`config.mk`:
```
export PLATFORM = sky130hd
export DESIGN_NAME = circular_deque_flat
export DESIGN_NICKNAME = d
export VERILOG_FILES = /design/src/cd_pkg.sv /design/src/cd_req_if.sv /design/src/cd_rsp_if.sv /design/src/cd_ctrl.sv /design/src/cd_dp.sv /design/src/circular_deque.sv /design/src/flat_wrapper.sv
export SDC_FILE = /design/constraint.sdc
export NUM_CORES = 1
export LEC_CHECK = 0
export ABC_CLOCK_PERIOD_IN_PS = 8350
export BUFFER_PORTS_ARGS = -buffer_cell sky130_fd_sc_hd__buf_2
export CORE_MARGIN = 4
export CORE_UTILIZATION = 55
export CTS_CLUSTER_SIZE = 12
export DETAILED_ROUTE_END_ITERATION = 16
export GPL_ROUTABILITY_DRIVEN = 0
export HOLD_SLACK_MARGIN = 0.12
export PLACE_DENSITY = 0.75
export SKIP_LAST_GASP = 1
export SYNTH_ARGS = -nofsm -noshare
export SYNTH_HDL_FRONTEND = slang
export SYNTH_HIERARCHICAL = 1
export SYNTH_SLANG_ARGS = --single-unit
```
`constraint.sdc`:
```
create_clock -name clk_i -period 8.35 [get_ports clk_i]
set_clock_uncertainty 0.2 [all_clocks]
set_input_delay 0.4175 -clock clk_i [delete_from_list [all_inputs] [get_ports clk_i]]
set_output_delay 0.4175 -clock clk_i [all_outputs]
set_load 0.03 [all_outputs]
```
`src/cd_pkg.sv`:
```
`timescale 1ns / 1ps
// Shared types and constants of the circular deque.
// Depends on nothing; every other file of the block imports it.
package cd_pkg;

  localparam int WordW = 32;
  localparam int OpW   = 3;
  localparam int StW   = 2;
  localparam int CapW  = 5;

  localparam logic [CapW-1:0]         CapReset = 5'd16;
  localparam logic signed [WordW-1:0] WordNone = 32'hFFFF_FFFF;

  typedef enum logic [OpW-1:0] {
    OP_PUSH_FRONT = 3'd0,
    OP_PUSH_REAR  = 3'd1,
    OP_POP_FRONT  = 3'd2,
    OP_POP_REAR   = 3'd3,
    OP_NOP        = 3'd4
  } op_e;

  typedef enum logic [StW-1:0] {
    ST_DONE  = 2'd0,
    ST_FULL  = 2'd1,
    ST_EMPTY = 2'd2
  } st_e;

  typedef struct packed {
    logic accept;
    logic exec;
    logic load;
    logic publish;
  } cmd_t;

  typedef struct packed {
    logic need_read;
  } dp_stat_t;

endpackage

```
`src/cd_req_if.sv`:
```
`timescale 1ns / 1ps
// Request channel of the circular deque: valid, ready and one request.
// Depends on cd_pkg.
interface cd_req_if;
  import cd_pkg::*;

  logic                    valid;
  logic                    ready;
  logic [OpW-1:0]          operation;
  logic signed [WordW-1:0] data_in;

  modport source (output valid, output operation, output data_in, input ready);
  modport sink   (input valid, input operation, input data_in, output ready);
endinterface

```
`src/cd_rsp_if.sv`:
```
`timescale 1ns / 1ps
// Result channel of the circular deque: valid, ready and one result.
// Depends on cd_pkg.
interface cd_rsp_if;
  import cd_pkg::*;

  logic                    valid;
  logic                    ready;
  logic [StW-1:0]          status;
  logic signed [WordW-1:0] popped_value;
  logic signed [WordW-1:0] front_value;
  logic signed [WordW-1:0] rear_value;
  logic                    is_empty;
  logic                    is_full;
  logic [CapW-1:0]         occupancy;

  modport source (output valid, output status, output popped_value, output front_value,
                  output rear_value, output is_empty, output is_full, output occupancy,
                  input ready);
  modport sink   (input valid, input status, input popped_value, input front_value,
                  input rear_value, input is_empty, input is_full, input occupancy,
                  output ready);
endinterface

```
`src/cd_ctrl.sv`:
```
`timescale 1ns / 1ps
// Sequencing state machine of the circular deque and the result valid flag.
// Depends on cd_pkg; drives the command struct of cd_dp.
module cd_ctrl (
  input  logic            clk_i,
  input  logic            rst_ni,
  input  logic            req_valid_i,
  output logic            req_ready_o,
  output logic            rsp_valid_o,
  input  logic            rsp_ready_i,
  input  cd_pkg::dp_stat_t stat_i,
  output cd_pkg::cmd_t    cmd_o
);
  import cd_pkg::*;

  typedef enum logic [1:0] {
    S_IDLE,
    S_EXEC,
    S_LOAD,
    S_PUBLISH
  } state_e;

  state_e state_q;
  logic   rsp_valid_q;
  logic   out_free;

  assign out_free    = !rsp_valid_q || rsp_ready_i;
  assign req_ready_o = (state_q == S_IDLE);
  assign rsp_valid_o = rsp_valid_q;

  always_comb begin
    cmd_o         = '0;
    cmd_o.accept  = (state_q == S_IDLE) && req_valid_i;
    cmd_o.exec    = (state_q == S_EXEC);
    cmd_o.load    = (state_q == S_LOAD);
    cmd_o.publish = (state_q == S_PUBLISH) && out_free;
  end

  always_ff @(posedge clk_i or negedge rst_ni) begin
    if (!rst_ni) begin
      state_q     <= S_IDLE;
      rsp_valid_q <= 1'b0;
    end else begin
      if (cmd_o.publish) begin
        rsp_valid_q <= 1'b1;
      end else if (rsp_ready_i) begin
        rsp_valid_q <= 1'b0;
      end
      case (state_q)
        S_IDLE: begin
          if (req_valid_i) begin
            state_q <= S_EXEC;
          end
        end
        S_EXEC: begin
          state_q <= stat_i.need_read ? S_LOAD : S_PUBLISH;
        end
        S_LOAD: begin
          state_q <= S_PUBLISH;
        end
        S_PUBLISH: begin
          if (out_free) begin
            state_q <= S_IDLE;
          end
        end
        default: begin
          state_q <= S_IDLE;
        end
      endcase
    end
  end

endmodule

```
`src/cd_dp.sv`:
```
`timescale 1ns / 1ps
// Datapath of the circular deque: ring store, indices, cached end words,
// capacity register and result register. Depends on cd_pkg; run by cd_ctrl.
module cd_dp #(
  parameter int DEPTH = 16
) (
  input  logic                          clk_i,
  input  logic                          rst_ni,
  input  logic                          cfg_we_i,
  input  logic [cd_pkg::CapW-1:0]       cfg_wdata_i,
  input  logic [cd_pkg::OpW-1:0]        operation_i,
  input  logic signed [cd_pkg::WordW-1:0] data_in_i,
  input  cd_pkg::cmd_t                  cmd_i,
  output cd_pkg::dp_stat_t              stat_o,
  output logic [cd_pkg::StW-1:0]        status_o,
  output logic signed [cd_pkg::WordW-1:0] popped_value_o,
  output logic signed [cd_pkg::WordW-1:0] front_value_o,
  output logic signed [cd_pkg::WordW-1:0] rear_value_o,
  output logic                          is_empty_o,
  output logic                          is_full_o,
  output logic [cd_pkg::CapW-1:0]       occupancy_o
);
  import cd_pkg::*;

  localparam int IdxW = (DEPTH > 1) ? $clog2(DEPTH) : 1;
  localparam int CapMax = (DEPTH < 31) ? DEPTH : 31;
  localparam logic [CapW-1:0] CapMaxW = CapW'(CapMax);

  logic signed [WordW-1:0] mem [DEPTH];

  logic [CapW-1:0]         cap_q;
  logic [IdxW-1:0]         head_q, head_d, tail_q, tail_d;
  logic [CapW-1:0]         count_q, count_d;
  logic [OpW-1:0]          op_q;
  logic signed [WordW-1:0] word_q;
  logic signed [WordW-1:0] front_q, front_d, rear_q, rear_d;
  logic [StW-1:0]          status_q, status_d;
  logic signed [WordW-1:0] popped_q, popped_d;
  logic signed [WordW-1:0] rd_data_q;
  logic                    tgt_front_q, tgt_front_d;

  logic [CapW-1:0]         cap_eff;
  logic [IdxW-1:0]         cap_m1;
  logic                    wr_en;
  logic [IdxW-1:0]         wr_addr, rd_addr;
  logic                    need_read;

  assign cap_eff = (cap_q == '0) ? CapW'(1) : ((cap_q > CapMaxW) ? CapMaxW : cap_q);
  assign cap_m1  = IdxW'(cap_eff - CapW'(1));

  always_comb begin
    head_d      = head_q;
    tail_d      = tail_q;
    count_d     = count_q;
    front_d     = front_q;
    rear_d      = rear_q;
    status_d    = ST_DONE;
    popped_d    = '0;
    wr_en       = 1'b0;
    wr_addr     = '0;
    rd_addr     = '0;
    need_read   = 1'b0;
    tgt_front_d = 1'b1;
    case (op_q)
      OP_PUSH_FRONT, OP_PUSH_REAR: begin
        if (count_q >= cap_eff) begin
          status_d = ST_FULL;
        end else begin
          wr_en   = 1'b1;
          count_d = count_q + CapW'(1);
          if (count_q == '0) begin
            head_d  = '0;
            tail_d  = '0;
            wr_addr = '0;
            front_d = word_q;
            rear_d  = word_q;
          end else if (op_q == OP_PUSH_FRONT) begin
            head_d  = (head_q == '0) ? cap_m1 : head_q - IdxW'(1);
            wr_addr = head_d;
            front_d = word_q;
          end else begin
            tail_d  = (tail_q >= cap_m1) ? '0 : tail_q + IdxW'(1);
            wr_addr = tail_d;
            rear_d  = word_q;
          end
        end
      end
      OP_POP_FRONT, OP_POP_REAR: begin
        if (count_q == '0) begin
          status_d = ST_EMPTY;
          popped_d = WordNone;
        end else if (count_q == CapW'(1)) begin
          popped_d = front_q;
          head_d   = '0;
          tail_d   = '0;
          count_d  = '0;
        end else if (op_q == OP_POP_FRONT) begin
          popped_d  = front_q;
          head_d    = (head_q >= cap_m1) ? '0 : head_q + IdxW'(1);
          count_d   = count_q - CapW'(1);
          rd_addr   = head_d;
          need_read = 1'b1;
        end else begin
          popped_d    = rear_q;
          tail_d      = (tail_q == '0) ? cap_m1 : tail_q - IdxW'(1);
          count_d     = count_q - CapW'(1);
          rd_addr     = tail_d;
          need_read   = 1'b1;
          tgt_front_d = 1'b0;
        end
      end
      default: begin
      end
    endcase
  end

  assign stat_o.need_read = need_read;

  always_ff @(posedge clk_i or negedge rst_ni) begin
    if (!rst_ni) begin
      cap_q   <= CapReset;
      head_q  <= '0;
      tail_q  <= '0;
      count_q <= '0;
    end else if (cfg_we_i) begin
      cap_q   <= cfg_wdata_i;
      head_q  <= '0;
      tail_q  <= '0;
      count_q <= '0;
    end else if (cmd_i.exec) begin
      head_q  <= head_d;
      tail_q  <= tail_d;
      count_q <= count_d;
    end
  end

  always_ff @(posedge clk_i) begin
    if (cmd_i.accept) begin
      op_q   <= operation_i;
      word_q <= data_in_i;
    end
    if (cmd_i.exec) begin
      front_q     <= front_d;
      rear_q      <= rear_d;
      status_q    <= status_d;
      popped_q    <= popped_d;
      tgt_front_q <= tgt_front_d;
      rd_data_q   <= mem[rd_addr];
      if (wr_en) begin
        mem[wr_addr] <= word_q;
      end
    end
    if (cmd_i.load) begin
      if (tgt_front_q) begin
        front_q <= rd_data_q;
      end else begin
        rear_q <= rd_data_q;
      end
    end
    if (cmd_i.publish) begin
      status_o       <= status_q;
      popped_value_o <= popped_q;
      front_value_o  <= (count_q == '0) ? WordNone : front_q;
      rear_value_o   <= (count_q == '0) ? WordNone : rear_q;
      is_empty_o     <= (count_q == '0);
      is_full_o      <= (count_q == cap_eff);
      occupancy_o    <= count_q;
    end
  end

endmodule

```
`src/circular_deque.sv`:
```
`timescale 1ns / 1ps
// Top level of the circular deque: request and result channels, capacity port.
// Depends on cd_pkg, cd_req_if, cd_rsp_if, cd_ctrl and cd_dp.
//
// A double-ended queue of signed 32-bit words in a ring store of DEPTH entries, of which
// the capacity register puts min(max(capacity, 1), DEPTH) in use; writing it empties the
// queue. One request is worked at a time and is accepted only while the block is idle. A
// push, a rejected request or a pop that empties the queue goes from acceptance through an
// execute state to a publish state, where its result is registered. A pop that leaves
// words behind passes through a load state between the two, since the new end word comes
// from a registered read of the store. The publish state waits while the previous result
// still waits to be taken. The result register lets the next request be accepted while a
// result still waits to be taken. No clearing pass is needed after reset.
module circular_deque #(
  parameter int DEPTH = 16
) (
  input  logic                    clk_i,
  input  logic                    rst_ni,
  input  logic                    cfg_we_i,
  input  logic [cd_pkg::CapW-1:0] cfg_wdata_i,
  cd_req_if.sink                  req_i,
  cd_rsp_if.source                rsp_o
);
  import cd_pkg::*;

  cmd_t     cmd;
  dp_stat_t stat;

  cd_ctrl u_ctrl (
    .clk_i       (clk_i),
    .rst_ni      (rst_ni),
    .req_valid_i (req_i.valid),
    .req_ready_o (req_i.ready),
    .rsp_valid_o (rsp_o.valid),
    .rsp_ready_i (rsp_o.ready),
    .stat_i      (stat),
    .cmd_o       (cmd)
  );

  cd_dp #(
    .DEPTH (DEPTH)
  ) u_dp (
    .clk_i          (clk_i),
    .rst_ni         (rst_ni),
    .cfg_we_i       (cfg_we_i),
    .cfg_wdata_i    (cfg_wdata_i),
    .operation_i    (req_i.operation),
    .data_in_i      (req_i.data_in),
    .cmd_i          (cmd),
    .stat_o         (stat),
    .status_o       (rsp_o.status),
    .popped_value_o (rsp_o.popped_value),
    .front_value_o  (rsp_o.front_value),
    .rear_value_o   (rsp_o.rear_value),
    .is_empty_o     (rsp_o.is_empty),
    .is_full_o      (rsp_o.is_full),
    .occupancy_o    (rsp_o.occupancy)
  );

endmodule
```
`src/flat_wrapper.sv`:
```
// flat-port wrapper written by rule: the top's interface ports become plain ports
module circular_deque_flat import cd_pkg::*;
#(
  parameter int DEPTH = 16
)
  (clk_i, rst_ni, cfg_we_i, cfg_wdata_i, req_i_valid, req_i_operation, req_i_data_in, req_i_ready, rsp_o_valid, rsp_o_status, rsp_o_popped_value, rsp_o_front_value, rsp_o_rear_value, rsp_o_is_empty, rsp_o_is_full, rsp_o_occupancy, rsp_o_ready);
  cd_req_if req_i_i ();
  cd_rsp_if rsp_o_i ();
  input  logic clk_i;
  input  logic rst_ni;
  input  logic cfg_we_i;
  input  logic [cd_pkg::CapW-1:0] cfg_wdata_i;
  input wire logic [$bits(req_i_i.valid)-1:0] req_i_valid;
  input wire logic [$bits(req_i_i.operation)-1:0] req_i_operation;
  input wire logic [$bits(req_i_i.data_in)-1:0] req_i_data_in;
  output wire logic [$bits(req_i_i.ready)-1:0] req_i_ready;
  output wire logic [$bits(rsp_o_i.valid)-1:0] rsp_o_valid;
  output wire logic [$bits(rsp_o_i.status)-1:0] rsp_o_status;
  output wire logic [$bits(rsp_o_i.popped_value)-1:0] rsp_o_popped_value;
  output wire logic [$bits(rsp_o_i.front_value)-1:0] rsp_o_front_value;
  output wire logic [$bits(rsp_o_i.rear_value)-1:0] rsp_o_rear_value;
  output wire logic [$bits(rsp_o_i.is_empty)-1:0] rsp_o_is_empty;
  output wire logic [$bits(rsp_o_i.is_full)-1:0] rsp_o_is_full;
  output wire logic [$bits(rsp_o_i.occupancy)-1:0] rsp_o_occupancy;
  input wire logic [$bits(rsp_o_i.ready)-1:0] rsp_o_ready;
  assign req_i_i.valid = req_i_valid;
  assign req_i_i.operation = req_i_operation;
  assign req_i_i.data_in = req_i_data_in;
  assign req_i_ready = req_i_i.ready;
  assign rsp_o_valid = rsp_o_i.valid;
  assign rsp_o_status = rsp_o_i.status;
  assign rsp_o_popped_value = rsp_o_i.popped_value;
  assign rsp_o_front_value = rsp_o_i.front_value;
  assign rsp_o_rear_value = rsp_o_i.rear_value;
  assign rsp_o_is_empty = rsp_o_i.is_empty;
  assign rsp_o_is_full = rsp_o_i.is_full;
  assign rsp_o_occupancy = rsp_o_i.occupancy;
  assign rsp_o_i.ready = rsp_o_ready;
  circular_deque #(.DEPTH(DEPTH)) u_core (.clk_i(clk_i), .rst_ni(rst_ni), .cfg_we_i(cfg_we_i), .cfg_wdata_i(cfg_wdata_i), .req_i(req_i_i), .rsp_o(rsp_o_i));
endmodule
```
* After elaboration in Yosys (flattened, before gate mapping)
Memories as Yosys holds them, arrays and structs flattened. A register that Yosys moved wholly into a read port is not among the register bits.
Index checks and enable logic that the tools add are counted.
** Operators by class
- Reduce and logical (&&, ||, !) cells :: 20
- $lt $le $gt $ge :: 4
- Eq/ne operators :: 16
- Bitwise logic cells :: 1
- Add/subtract/negate cells :: 7
- Multiplexer cells :: 73
** Operators by type and width (count)
- $mux 32 :: 17
- $mux 4 :: 28
- $mux 5 :: 7
- $ne 4x4->1 const B :: 4
- $pmux 4 s2 :: 2
- $mux 1 :: 13
- $reduce_and 6->1 :: 2
- $sub 4x1->4 const B :: 3
- $logic_not 5->1 :: 2
- $pmux 5 s2 :: 1
- $add 4x1->4 const B :: 2
- $ge 4x4->1 :: 2
- $logic_not 4->1 :: 2
- $pmux 2 s4 :: 1
- $eq 3x2->1 const B :: 2
- $mux 2 :: 3
- $ne 3x3->1 const B :: 2
- $add 5x1->5 const B :: 1
- $eq 5x1->1 const B :: 1
- $eq 5x5->1 :: 1
- $ge 5x5->1 :: 1
- $gt 5x5->1 const B :: 1
- $sub 5x1->5 const B :: 1
- $eq 2x2->1 const B :: 2
- 16 further kinds :: 20
** Word-level totals
- Memories :: 1
- Word-level logic and storage cells :: 142
- Bits in writable memories :: 512
- Output and inout port bits :: 107
- Flip-flop bits (word level) :: 260
** Memories
- u_core.u_dp.mem :: depth 16, bits a word 32, read ports 1, clocked after Yosys merged registers in 1, wr ports 1, line cd_dp.sv:29 : logic signed [WordW-1:0] mem [DEPTH];

* Longest topological paths before layout
- Depth after elaboration :: 12
- Mapped depth :: 16
- Mapped depth without buffers :: 13

* Hierarchy
Netlist, hierarchy kept.
** By module, submodules not included
- cd_dp :: cells an instance 2162, area an instance 31727.9 um2, sequential area each 23323.6 um2, times used 1
- cd_ctrl :: cells an instance 21, area an instance 231.5 um2, sequential area each 75.1 um2, times used 1

* Worst setup path before layout
No wires, ideal clock.
- Path kind :: register to register
- Start point :: register u_core.u_ctrl.state_q[1]
- End point :: memory u_core.u_dp.mem[3][0], enable pin
- Cell stages (with the launch flop) :: 7
- Required time :: 7.689 ns
- Period minus slack after synthesis :: 5.622 ns
- Arrival :: 4.961 ns
- Slack :: 2.728 ns
- Path through :: dfrtp_1 inv_1 ha_1 nand2_1 nor2b_1 nand2_1 nor3_1
** RTL lines
- start: declaration :: line cd_ctrl.sv:23 : state_e state_q;
- start signal: assignment :: line cd_ctrl.sv:56 : state_q <= stat_i.need_read ? S_LOAD : S_PUBLISH;
- end: declaration :: line cd_dp.sv:29

* Final worst setup path
- Start point :: register u_core.u_dp.cap_q[2]
- End point :: register u_core.u_dp.rd_data_q[24], read port of u_core.u_dp.mem, data pin
** On the way
- Word-level cells in the longest chain between the ends :: 10
** RTL lines
- start: declaration :: line cd_dp.sv:31 : logic [CapW-1:0] cap_q;
- start signal: assignment :: line cd_dp.sv:121 : cap_q <= CapReset;
- start signal: assignment :: line cd_dp.sv:126 : cap_q <= cfg_wdata_i;
- $gt 5x5->1 :: line cd_dp.sv:48 : assign cap_eff = (cap_q == '0) ? CapW'(1) : ((cap_q > CapMaxW) ? CapMaxW : cap_q);
- $mux 5 :: line cd_dp.sv:48
- $mux 5 * :: line cd_dp.sv:48
- $sub 4x1->4 * :: line cd_dp.sv:49 : assign cap_m1 = IdxW'(cap_eff - CapW'(1));
- $ge 4x4->1 :: line cd_dp.sv:99 : head_d = (head_q >= cap_m1) ? '0 : head_q + IdxW'(1);
- $mux 4 :: line cd_dp.sv:99
- $mux 4 * :: line cd_dp.sv:97 : end else if (op_q == OP_POP_FRONT) begin
- $mux 4 * :: line cd_dp.sv:92 : end else if (count_q == CapW'(1)) begin
- $mux 4 * :: line cd_dp.sv:89 : if (count_q == '0) begin
- $mux 4 * :: line cd_dp.sv:64 : case (op_q)
- end: declaration :: line cd_dp.sv:39 : logic signed [WordW-1:0] rd_data_q;
Mark *: on every way between the ends. The rest lies on a longest branch, timed or not.
A chain may end at the register's enable or synchronous reset.

==> metrics <==
status complete, no violations; CP Class reg -> reg; hold depth 0; met2 WL 36.4 mm; final slew viol count 0; YS warnings 6; Sink Count 804; crit path time final 6310 ps; DR top layer met4; global-route wire length before repair 115 mm; reg-to-reg slack, setup 2040 ps; Syn Inst Count 2183; CTS max path bufs 3; number of global-route vias before repair 19359; cts repair resizes 0; endpoint class of the critical path register; post-CTS setup repair buffer count 0; Max-Cap Viols 0; sequential share of power 50.8%; root buffer cell clkbuf_16; Seq/Total Area, Yosys 73.2%; Synth area leaders edfxtp_1 (68%), a211oi_1 (4.7%), mux2i_1 (4.1%); fin util 63.3%; Power Dens Cells 302 nW/µm²; I/O Pins 152; Port Buffers 151; post-route ant nets 0; CP required 8500 ps; most common cell in the netlist edfxtp_1; Avg Inst Size Synth 14.6 µm²; Ant. Diodes 0; vias per inst 6.20; drt pass-1 iters 6; gr usage total 23.8%; die width 249 µm; Max Freq 159 MHz; placed cells 2978; clock latency on the worst-skew pair 620 ps; layout cell share with drive strength beyond 1 16.7%; Setup TNS 0 ps; DRT Wirelength 75.9 mm; CTS tree yes; Core ar. 57600 µm²; Tcrit/Tclk final 75.5%; Worst R2R Path Depth 14; Filler Cell Count 4007; Post-synth EDFFs 719; die area 62000 µm²; Synth top area share 67.6%; Starting Density 55.5%; RSZ-0062 raised after global routing no; Yosys reg bits 804; area grow syn2layout 14.1%; worst r2r src u_core/u_dp/cap_q[2]; non-filler cells, final 3163; Yosys top cell by area edfxtp_1; largest net degree at the start of global routing 194; Worst slew margin 10.8%; Worst Hold Endpoint u_core/u_dp/popped_value_o[0]; synth unique cells 66; Starting DRT DRC Count 2086; Pint 0.00772 W; die height 249 µm; Leak 12.5 nW; crit start category register; Comb pwr share 18.2%; Reg clk slew, reported paths 60 ps; Peak VDD IR 0.000212 V; Mapped Area 32000 µm²; Main synth FF type edfxtp_1; Metal-1 WL 30.1 mm; DR vias 19606; Synth Net Count 2251; wire per inst 24.0 µm; clock share of power 31.0%; Worst Hold Class reg -> reg; quantity of hold-fixing buffers added after cts 49; antenna violations before repair 1; H-tree depth 3; CTS buffer count 82; crit-path max FO 102; global route overflow 0; fin worst setup slack 2040 ps; DRC 0; Setup WS pre-CTS 2290 ps; Net Sw Frac 29.8%; met3 WL 7.51 mm; Post-DP HPWL 42.6 mm; asr flop ratio synth 2.61%; r2r endpoint u_core/u_dp/rd_data_q[24]; arrival time at the worst endpoint 6450 ps; net switching power 0.00327 W; # nets final 2414; HP Start u_core/u_dp/popped_q[0]; FP Rows 88; Final Hold Vio Count 0; Slew @ Worst Pin 1340 ps; most instantiated cells after synthesis edfxtp_1 (719), nand2_1 (289), a211oi_1 (198); # setup viols final 0
-- routing by layer --
metal,up-vias,track usage [%]
li1,8767,-
met1,9698,32.9
met2,987,38.8
met3,154,4.65
met4,0,7.57
met5,-,0
-- per-stage QoR --
step	power [W]	instance area, µm²	hold WS, ps
after CTS	0.0110	36500	212
final	0.0110	36500	213
after detailed placement	0.00761	33500	205
after floorplan	0.00688	32000	-78.1
after global routing	0.0115	36500	217
after global placement	0.00751	33500	201
-- power groups by stage --
| stage | Combinational [W] | Sequential [W] | Clock [W] |
|---|---|---|---|
| 2_1_floorplan | 0.00112 | 0.00576 | 0 |
| 3_3_place_gp | 0.00190 | 0.00561 | 0 |
| 3_5_place_dp | 0.00197 | 0.00564 | 0 |
| 4_1_cts | 0.00200 | 0.00557 | 0.00346 |
| 5_1_grt | 0.00217 | 0.00563 | 0.00365 |
| 6_report | 0.00200 | 0.00558 | 0.00341 |
-- cells in the final DEF (no fill, tap or decap), types with 29 or more instances in the layout --
cell type	instances
dfxtp_1	64
clkbuf_16	83
buf_4	29
a311oi_1	66
nand2_1	284
edfxtp_1	719
buf_2	151
dlygate4sd3_1	49
nor2_1	29
or2_2	67
mux2i_1	131
or4_1	32
o21ai_0	76
a211oi_1	198
and3_1	128
a31oi_1	33
-- worst max-delay path, cell delays in order (launching register included) --
cell      delay, ps
dfrtp_1         390
nor3_1           70
o21ai_0         580
ha_1            270
xor2_1          310
ha_1            320
a21oi_1         190
o21ai_0         120
maj3_2          330
o31ai_1         640
nand2_4         700
buf_4           640
a211oi_1        350
a311oi_1         90
or4_1           590
-- final cells by class --
type | count | area (µm²) | area share, %
clock inverters | 18 | 183 | 0.501
flip-flops and latches | 804 | 23400 | 64.2
well taps | 765 | 957 | 2.63
repair buffers | 230 | 1480 | 4.07
multi-input cells | 1211 | 8090 | 22.2
inverters | 17 | 63.8 | 0.175
clock buffers | 118 | 2290 | 6.28
-- cell families (layout without fill, tap and decap cells) --
kind of cell / Yosys count / after routing / synth area share [%]
and+or+nand+nor: 614 / 614 / 9.56
AOI/OAI and AO/OA: 429 / 429 / 9.65
DFF: 804 / 804 / 73.2
xor gates and xnor gates: 5 / 5 / 0.137
buffers and inverters: 168 / 383 / 2.12
muxes: 137 / 137 / 4.33
adders and majority gates: 26 / 26 / 0.998
-- state kept, by name (all words and copies together), names as in the netlist, 5 cells and up --
signal / cells
u_core/u_dp/mem: 512
u_core/u_dp/front_q: 32
u_core/u_dp/front_value_o: 32
u_core/u_dp/popped_q: 32
u_core/u_dp/popped_value_o: 32
u_core/u_dp/rd_data_q: 32
u_core/u_dp/rear_q: 32
u_core/u_dp/rear_value_o: 32
u_core/u_dp/word_q: 32
u_core/u_dp/cap_q: 5
u_core/u_dp/count_q: 5
u_core/u_dp/occupancy_o: 5
-- how the worst max path moves through the flow --
stage	from	to	slack, ps	cells after the start
6_report	u_core/u_dp/cap_q[2]	u_core/u_dp/rd_data_q[24]	2040	14
3_3_place_gp	u_core/u_dp/cap_q[1]	u_core/u_dp/rd_data_q[24]	2480	14
4_1_cts	u_core/u_dp/cap_q[1]	u_core/u_dp/rd_data_q[24]	2230	14
5_1_grt	u_core/u_dp/cap_q[1]	u_core/u_dp/rd_data_q[24]	1730	14
3_5_place_dp	u_core/u_dp/cap_q[1]	u_core/u_dp/rd_data_q[24]	2290	14
2_1_floorplan	u_core/u_ctrl/state_q[1]	u_core/u_dp/mem[3][0]	2730	6
Power figures use the tool's default switching activity.
